===== src/hw/rtl/alfp_pkg.sv =====
// ----------------------------------------------------------------------------
// Absolute loader frame parser package
// Parse phases, header constants and error codes shared by the parser RTL.
// ----------------------------------------------------------------------------
package alfp_pkg;

  // Parse phases.
  localparam logic [2:0] PH_HUNT   = 3'd0;
  localparam logic [2:0] PH_CNT_LO = 3'd1;
  localparam logic [2:0] PH_CNT_HI = 3'd2;
  localparam logic [2:0] PH_ADR_LO = 3'd3;
  localparam logic [2:0] PH_ADR_HI = 3'd4;
  localparam logic [2:0] PH_DATA   = 3'd5;
  localparam logic [2:0] PH_CHECK  = 3'd6;

  // Header and block count constants.
  localparam logic [15:0] HDR_MATCH = 16'h0100;
  localparam logic [15:0] HDR_IDLE  = 16'hFFFF;
  localparam logic [15:0] CNT_FINAL = 16'd6;
  localparam logic [7:0]  HDR_SUM   = 8'h01;

  // Line error codes at the input.
  localparam logic [2:0] LE_NONE   = 3'd0;
  localparam logic [2:0] LE_PARITY = 3'd4;

  // Reported error codes.
  localparam logic [2:0] ERR_NONE     = 3'd0;
  localparam logic [2:0] ERR_CHECKSUM = 3'd1;
  localparam logic [2:0] ERR_PARITY   = 3'd5;
  localparam logic [2:0] ERR_BLOCK    = 3'd6;

  // One result as it leaves the parser.
  typedef struct packed {
    logic        mem_write;
    logic [31:0] mem_address;
    logic [7:0]  mem_data;
    logic        finished;
    logic [15:0] entry_address;
    logic [2:0]  error_code;
  } result_t;

endpackage


===== src/hw/rtl/absolute_loader_frame_parser_unit.sv =====
// ----------------------------------------------------------------------------
// Absolute loader frame parser
// Parses absolute-loader blocks from a byte stream into memory write requests.
// ----------------------------------------------------------------------------
// Each received byte request yields exactly one result request, in the cycle after
// it is accepted. The parser takes one byte per clock: its state update is a
// single pass of logic, and a result register sits between the parse state
// and the output, so s_tready only drops while that register holds a result
// that the sink has not taken. A result carries a memory write for every data
// byte; otherwise it reports the status (finished with the entry address, or
// the latched error code). Once finished or in error, the parser ignores its
// input until rst and answers every byte with the latched status.
module absolute_loader_frame_parser_unit (
  input  logic        clk,
  input  logic        rst,
  // Configuration: base_address.
  input  logic        cfg_wr_en,
  input  logic [31:0] cfg_wr_data,
  // Byte input.
  input  logic        s_tvalid,
  output logic        s_tready,
  input  logic [15:0] s_tdata,   // [7:0] rx_byte, [10:8] line_error, rest zero
  // Result output.
  output logic        m_tvalid,
  input  logic        m_tready,
  output logic [63:0] m_tdata,   // [31:0] mem_address, [39:32] mem_data,
                                 // [40] finished, [56:41] entry_address,
                                 // [59:57] error_code, rest zero
  output logic [0:0]  m_tuser    // [0] mem_write
);

  logic [31:0] base_address;

  logic [2:0]  phase,         phase_next;
  logic [15:0] header_window, header_window_next;
  logic [7:0]  running_sum,   running_sum_next;
  logic [15:0] block_count,   block_count_next;
  logic [7:0]  bytes_left,    bytes_left_next;
  logic [31:0] load_pointer,  load_pointer_next;
  logic        done_flag,     done_flag_next;
  logic [2:0]  error_latch,   error_latch_next;

  alfp_pkg::result_t result, result_next;

  logic        accept;
  logic [7:0]  rx_byte;
  logic [2:0]  line_error;
  logic [15:0] window_shift;
  logic [15:0] addr_field;
  logic [7:0]  sum_add;
  logic        data_out;

  assign rx_byte    = s_tdata[7:0];
  assign line_error = s_tdata[10:8];
  assign s_tready   = !m_tvalid || m_tready;
  assign accept     = s_tvalid && s_tready;

  assign window_shift = {header_window[7:0], rx_byte};
  assign addr_field   = {rx_byte, load_pointer[7:0]};
  assign sum_add      = running_sum + rx_byte;

  always_comb begin
    phase_next         = phase;
    header_window_next = header_window;
    running_sum_next   = running_sum;
    block_count_next   = block_count;
    bytes_left_next    = bytes_left;
    load_pointer_next  = load_pointer;
    done_flag_next     = done_flag;
    error_latch_next   = error_latch;
    data_out           = 1'b0;

    if (!done_flag && error_latch == alfp_pkg::ERR_NONE) begin
      if (line_error != alfp_pkg::LE_NONE) begin
        // Line errors map one up; undefined codes saturate to parity.
        error_latch_next = (line_error >= alfp_pkg::LE_PARITY) ?
                           alfp_pkg::ERR_PARITY : line_error + 3'd1;
      end else begin
        case (phase)
          alfp_pkg::PH_HUNT: begin
            header_window_next = window_shift;
            if (window_shift == alfp_pkg::HDR_MATCH) begin
              header_window_next = alfp_pkg::HDR_IDLE;
              running_sum_next   = alfp_pkg::HDR_SUM;
              phase_next         = alfp_pkg::PH_CNT_LO;
            end
          end
          alfp_pkg::PH_CNT_LO: begin
            running_sum_next = sum_add;
            block_count_next = {8'd0, rx_byte};
            phase_next       = alfp_pkg::PH_CNT_HI;
          end
          alfp_pkg::PH_CNT_HI: begin
            running_sum_next = sum_add;
            block_count_next = {rx_byte, block_count[7:0]};
            phase_next       = alfp_pkg::PH_ADR_LO;
          end
          alfp_pkg::PH_ADR_LO: begin
            running_sum_next = sum_add;
            load_pointer_next = {24'd0, rx_byte};
            phase_next        = alfp_pkg::PH_ADR_HI;
          end
          alfp_pkg::PH_ADR_HI: begin
            running_sum_next = sum_add;
            if (block_count[15:8] != 8'd0 || block_count < alfp_pkg::CNT_FINAL) begin
              error_latch_next = alfp_pkg::ERR_BLOCK;
            end else if (block_count == alfp_pkg::CNT_FINAL) begin
              load_pointer_next = {16'd0, addr_field};
              done_flag_next    = 1'b1;
            end else begin
              load_pointer_next = base_address + {16'd0, addr_field};
              bytes_left_next   = block_count[7:0] - alfp_pkg::CNT_FINAL[7:0];
              phase_next        = alfp_pkg::PH_DATA;
            end
          end
          alfp_pkg::PH_DATA: begin
            running_sum_next  = sum_add;
            data_out          = 1'b1;
            load_pointer_next = load_pointer + 32'd1;
            bytes_left_next   = bytes_left - 8'd1;
            if (bytes_left == 8'd1) begin
              phase_next = alfp_pkg::PH_CHECK;
            end
          end
          alfp_pkg::PH_CHECK: begin
            running_sum_next = sum_add;
            if (sum_add != 8'd0) begin
              error_latch_next = alfp_pkg::ERR_CHECKSUM;
            end else begin
              header_window_next = alfp_pkg::HDR_IDLE;
              phase_next         = alfp_pkg::PH_HUNT;
            end
          end
          default: begin
            header_window_next = alfp_pkg::HDR_IDLE;
            phase_next         = alfp_pkg::PH_HUNT;
          end
        endcase
      end
    end

    // Data bytes give a write request; everything else reports the status
    // as it stands after this byte.
    if (data_out) begin
      result_next.mem_write     = 1'b1;
      result_next.mem_address   = load_pointer;
      result_next.mem_data      = rx_byte;
      result_next.finished      = 1'b0;
      result_next.entry_address = 16'd0;
      result_next.error_code    = alfp_pkg::ERR_NONE;
    end else begin
      result_next.mem_write     = 1'b0;
      result_next.mem_address   = 32'd0;
      result_next.mem_data      = 8'd0;
      result_next.finished      = done_flag_next;
      result_next.entry_address = done_flag_next ? load_pointer_next[15:0] : 16'd0;
      result_next.error_code    = error_latch_next;
    end
  end

  always_ff @(posedge clk) begin
    if (rst) begin
      base_address  <= 32'd0;
      phase         <= alfp_pkg::PH_HUNT;
      header_window <= alfp_pkg::HDR_IDLE;
      running_sum   <= 8'd0;
      block_count   <= 16'd0;
      bytes_left    <= 8'd0;
      load_pointer  <= 32'd0;
      done_flag     <= 1'b0;
      error_latch   <= alfp_pkg::ERR_NONE;
      m_tvalid      <= 1'b0;
    end else begin
      if (cfg_wr_en) begin
        base_address <= cfg_wr_data;
      end
      if (accept) begin
        phase         <= phase_next;
        header_window <= header_window_next;
        running_sum   <= running_sum_next;
        block_count   <= block_count_next;
        bytes_left    <= bytes_left_next;
        load_pointer  <= load_pointer_next;
        done_flag     <= done_flag_next;
        error_latch   <= error_latch_next;
      end
      m_tvalid <= accept || (m_tvalid && !m_tready);
    end
  end

  // Result payload needs no reset.
  always_ff @(posedge clk) begin
    if (accept) begin
      result <= result_next;
    end
  end

  assign m_tdata = {4'd0, result.error_code, result.entry_address, result.finished,
                    result.mem_data, result.mem_address};
  assign m_tuser = result.mem_write;

endmodule


===== config.mk =====
export PLATFORM = sky130hd
export DESIGN_NAME = absolute_loader_frame_parser_unit
export DESIGN_NICKNAME = d
export VERILOG_FILES = /design/src/hw/rtl/alfp_pkg.sv /design/src/hw/rtl/absolute_loader_frame_parser_unit.sv
export SDC_FILE = /design/constraint.sdc
export NUM_CORES = 1
export LEC_CHECK = 0
export ABC_AREA = 1
export BUFFER_PORTS_ARGS = -buffer_cell sky130_fd_sc_hd__clkbuf_2
export CAP_MARGIN = 20
export CORE_UTILIZATION = 50
export DETAILED_ROUTE_END_ITERATION = 8
export GPL_TIMING_DRIVEN = 0
export PLACE_DENSITY = 0.68
export SETUP_SLACK_MARGIN = 0.1
export SKIP_LAST_GASP = 1
export SYNTH_ARGS = -nofsm -noshare
export SYNTH_HDL_FRONTEND = slang
export SYNTH_SLANG_ARGS = --single-unit

===== constraint.sdc =====
create_clock -name clk -period 4.9 [get_ports clk]
set_input_delay 0.735 -clock clk [delete_from_list [all_inputs] [get_ports clk]]
set_output_delay 0.735 -clock clk [all_outputs]
set_load 0.02 [all_outputs]

==> impl_summary.log <==
INFO  metric run_status = finished, final reports clean
INFO  metric postCtsHoldBufs = 0
INFO  metric post_synthesis_cell_area = roughly 0.010 mm²
INFO  metric portBuffers = around 110
INFO  metric globalRouteOverflowTotal = 0
INFO  metric ios = 120
INFO  metric drt_drc_violations_left = 0
INFO  metric placement_rows = 51
INFO  metric grt_setup_unrepaired = false
INFO  metric worst-endpoint-arrival = around 3.5 ns
INFO  metric path_max_fanout = 10
INFO  metric synth-edff-count = about 60
INFO  metric power.leakage = 4.87 nW
INFO  metric peakVddDrop = 251 µV
INFO  metric viasPerCell = 5.52
INFO  metric fillCellCount = roughly 1900
INFO  metric finalCoreUtilization = 0.590
INFO  metric setup_total_negative_slack = 0 ns
INFO  metric avgRoutedWirePerCell = 17.1 µm
INFO  metric grt_antenna_before_repair = 0
INFO  metric pwr_density_cell = 295 mW/mm²
INFO  metric leading_register_cell_type_out_of_synthesis = sky130_fd_sc_hd__dfxtp_1
INFO  metric asyncSetResetFlopFracSynth = 0
INFO  metric gp_congestion = roughly 0.97
INFO  metric worstSetupPathType = input pin to flop
INFO  metric yosys_warnings = 0
INFO  metric mean_instance_size_in_the_synthesized_netlist = 7.16 µm²
INFO  metric clock_tree.buffer_depth = 2
INFO  metric n_antenna_cell = 0
INFO  metric holdCritPathClass = flop to flop
INFO  metric hold_viol = 0
INFO  metric die_area = 0.0206 mm²
INFO  metric route.antenna.remaining_nets = 0
INFO  metric crit_path_start_kind = input pin
INFO  metric ctsHtreeMaxLevel = 4
INFO  metric areaGrowthSynthToFinish = 15.0%
INFO  metric cts_made_buffers = 17
INFO  metric postSynthCellCount = 1400
INFO  metric clock_sinks = 173
INFO  metric design.core.area = ~0.020 mm²
INFO  metric grt_first_pass_wirelength = between 40000 and 50000 µm
INFO  metric timing.final.crit_share = 0.639
INFO  metric netlist-cell-type-count = 54
INFO  metric timing_worst_slew_pin_value = 0.868 ns
INFO  metric num_vias = around 10000
INFO  metric finalWorstPathRequiredPeriod = 3.13 ns
INFO  metric cts_tree = done
INFO  metric worst_clock_skew = between 0.015 and 0.02 ns
INFO  metric final-max-slew-violation-count = 0
INFO  metric timing.max_slew.rel_slack = 0.421
INFO  metric die_h = between 100 and 150 µm
INFO  metric grt_max_degree = around 70
INFO  metric initial_core_util = 0.513
INFO  metric dr.pass1.iters = 5
INFO  metric placed_cells_incl_taps = 1777
INFO  metric yosysSeqAreaShare = 0.407
INFO  metric nets_final = 1615
INFO  metric finalSetupViolCount = 0
INFO  metric clock_tree_root = sky130_fd_sc_hd__clkbuf_16
INFO  metric worst_setup_hold_path_clk_slew = 0.08 ns
INFO  metric drt_iter0_drc = about 960
INFO  metric timing.critical_path.required = about 5.2 ns
INFO  metric postCtsSetupBuffers = 0
INFO  metric first_global_vias = a little under 9000
INFO  metric post_layout_nonfiller_instances = 1809
INFO  metric die-width = between 100 and 150 µm
INFO  metric post_cts_resize_count = 0
INFO  metric layout-drive-gt1-share = 0.133
INFO  metric achievable_clock_frequency = between 0.3 and 0.4 GHz
INFO  metric dp_hpwl = ~23000 µm
INFO  metric end_kind = flop
INFO  metric worstSkewPairLatency = about 0.44 ns
INFO  metric globalRouteTotalUtil = 0.308
INFO  metric synth_seq_cells = approximately 170
INFO  metric max-cap-violations = 0
INFO  metric routed_wirelength = 31000 µm
critical path: stages:
cell and delay (ns):
sky130_fd_sc_hd__clkbuf_2 0.28, sky130_fd_sc_hd__ha_1 0.28, sky130_fd_sc_hd__fa_1 0.45, sky130_fd_sc_hd__or2_2 0.31, sky130_fd_sc_hd__nor2_1 0.12, sky130_fd_sc_hd__nand3_1 0.08, sky130_fd_sc_hd__nor2_1 0.35, sky130_fd_sc_hd__nand2_1 0.10
sky130_fd_sc_hd__nand2_1 0.13, sky130_fd_sc_hd__nand2_1 0.18, sky130_fd_sc_hd__buf_2 0.23, sky130_fd_sc_hd__a21oi_1 0.12, sky130_fd_sc_hd__o21ai_0 0.09
synth_stat cells, types with 21 or more instances:
| library cell | count | share of area |
|---|---|---|
| sky130_fd_sc_hd__o21ai_0 | 113 | 0.056 |
| sky130_fd_sc_hd__nor2_1 | 199 | 0.075 |
| sky130_fd_sc_hd__nand4_1 | 21 | 0.013 |
| sky130_fd_sc_hd__edfxtp_1 | 61 | 0.18 |
| sky130_fd_sc_hd__ha_1 | 29 | 0.036 |
| sky130_fd_sc_hd__dfxtp_1 | 112 | 0.22 |
| sky130_fd_sc_hd__a21oi_1 | 133 | 0.066 |
| sky130_fd_sc_hd__nor3_1 | 27 | 0.013 |
| sky130_fd_sc_hd__clkbuf_1 | 28 | 0.010 |
| sky130_fd_sc_hd__inv_1 | 148 | 0.055 |
| sky130_fd_sc_hd__nand2_1 | 263 | 0.099 |
| sky130_fd_sc_hd__nand3_1 | 105 | 0.052 |
per-layer routing:
metal,part of all wire,wire (µm),track usage
met3,0.078,2430,0.0410
met1,0.48,14800,0.457
met5,0,0,0
met4,0.020,628,0.0913
met2,0.42,13100,0.463
logic make-up (layout without fill, tap and decap cells):
kind of cell,after synthesis,after routing,synth area share
simple gates,661,661,0.286
compound gates,308,308,0.169
buf+inv,211,352,0.0844
xor+xnor,15,15,0.0131
fa+ha+maj,31,31,0.0402
other cells,1,4,0.000374
flops,173,173,0.407
state kept, by name, summed over array words and instances, names as in the netlist:
signal	flops
block_count	16
m_tdata	60
base_address	32
load_pointer	32
done_flag	1
phase	3
error_latch	3
header_window	8
running_sum	8
m_tuser	1
bytes_left	8
m_tvalid	1
cell usage in the layout (no fill, tap or decap), types with 9 or more instances in the layout:
cell type	count
sky130_fd_sc_hd__a211oi_1	10
sky130_fd_sc_hd__a21oi_1	133
sky130_fd_sc_hd__a31oi_1	10
sky130_fd_sc_hd__buf_2	9
sky130_fd_sc_hd__clkbuf_1	29
sky130_fd_sc_hd__clkbuf_16	17
sky130_fd_sc_hd__clkbuf_2	109
sky130_fd_sc_hd__dfxtp_1	112
sky130_fd_sc_hd__edfxtp_1	61
sky130_fd_sc_hd__ha_1	29
sky130_fd_sc_hd__inv_1	148
sky130_fd_sc_hd__inv_2	9
sky130_fd_sc_hd__nand2_1	263
sky130_fd_sc_hd__nand3_1	105
sky130_fd_sc_hd__nand4_1	21
sky130_fd_sc_hd__nor2_1	199
sky130_fd_sc_hd__nor3_1	27
sky130_fd_sc_hd__nor4_1	11
sky130_fd_sc_hd__o211ai_1	9
sky130_fd_sc_hd__o21ai_0	113
sky130_fd_sc_hd__or2_2	9
sky130_fd_sc_hd__xor2_1	10
power by group:
group / switching [mW] / internal, mW
Clock: 0.623 / 0.817
Sequential: 0.0416 / 1.54
Combinational: 0.259 / 0.114
stage by stage:
step	total power [mW]	setup slack, ns	hold WS, ns	cell area (µm²)
after detailed placement	1.98	1.37	0.465	10900
final	3.40	1.77	0.478	11500
after CTS	3.40	1.81	0.479	11500
after floorplan	1.84	1.36	0.443	10000
after global routing	3.51	1.53	0.492	11500
after global placement	1.98	0.639	0.456	10900
path summary, 6_finish.rpt:
path / cells after the start / start / end / slack (ns)
worst max-delay path: 13 / s_tdata[0] / header_window[6]$_SDFFE_PP1P_ / 1.77
worst min-delay path: 2 / running_sum[4]$_SDFFE_PP0P_ / running_sum[4]$_SDFFE_PP0P_ / 0.48
worst max register to register: 12 / running_sum[0]$_SDFFE_PP0P_ / header_window[6]$_SDFFE_PP1P_ / 2.09
worst min register to register: 2 / running_sum[4]$_SDFFE_PP0P_ / running_sum[4]$_SDFFE_PP0P_ / 0.48
final cells by class:
type,count,area [µm²],area share
Buffer,48,233,0.0202
Clock buffer,19,433,0.0376
Clock inverter,13,179,0.0155
Inverter,163,617,0.0535
Multi-Input combinational cell,1019,5110,0.444
Sequential cell,173,4070,0.353
Tap cell,265,332,0.0288
Timing Repair Buffer,109,546,0.0473
No activity file was read; power rests on OpenSTA's default activity.
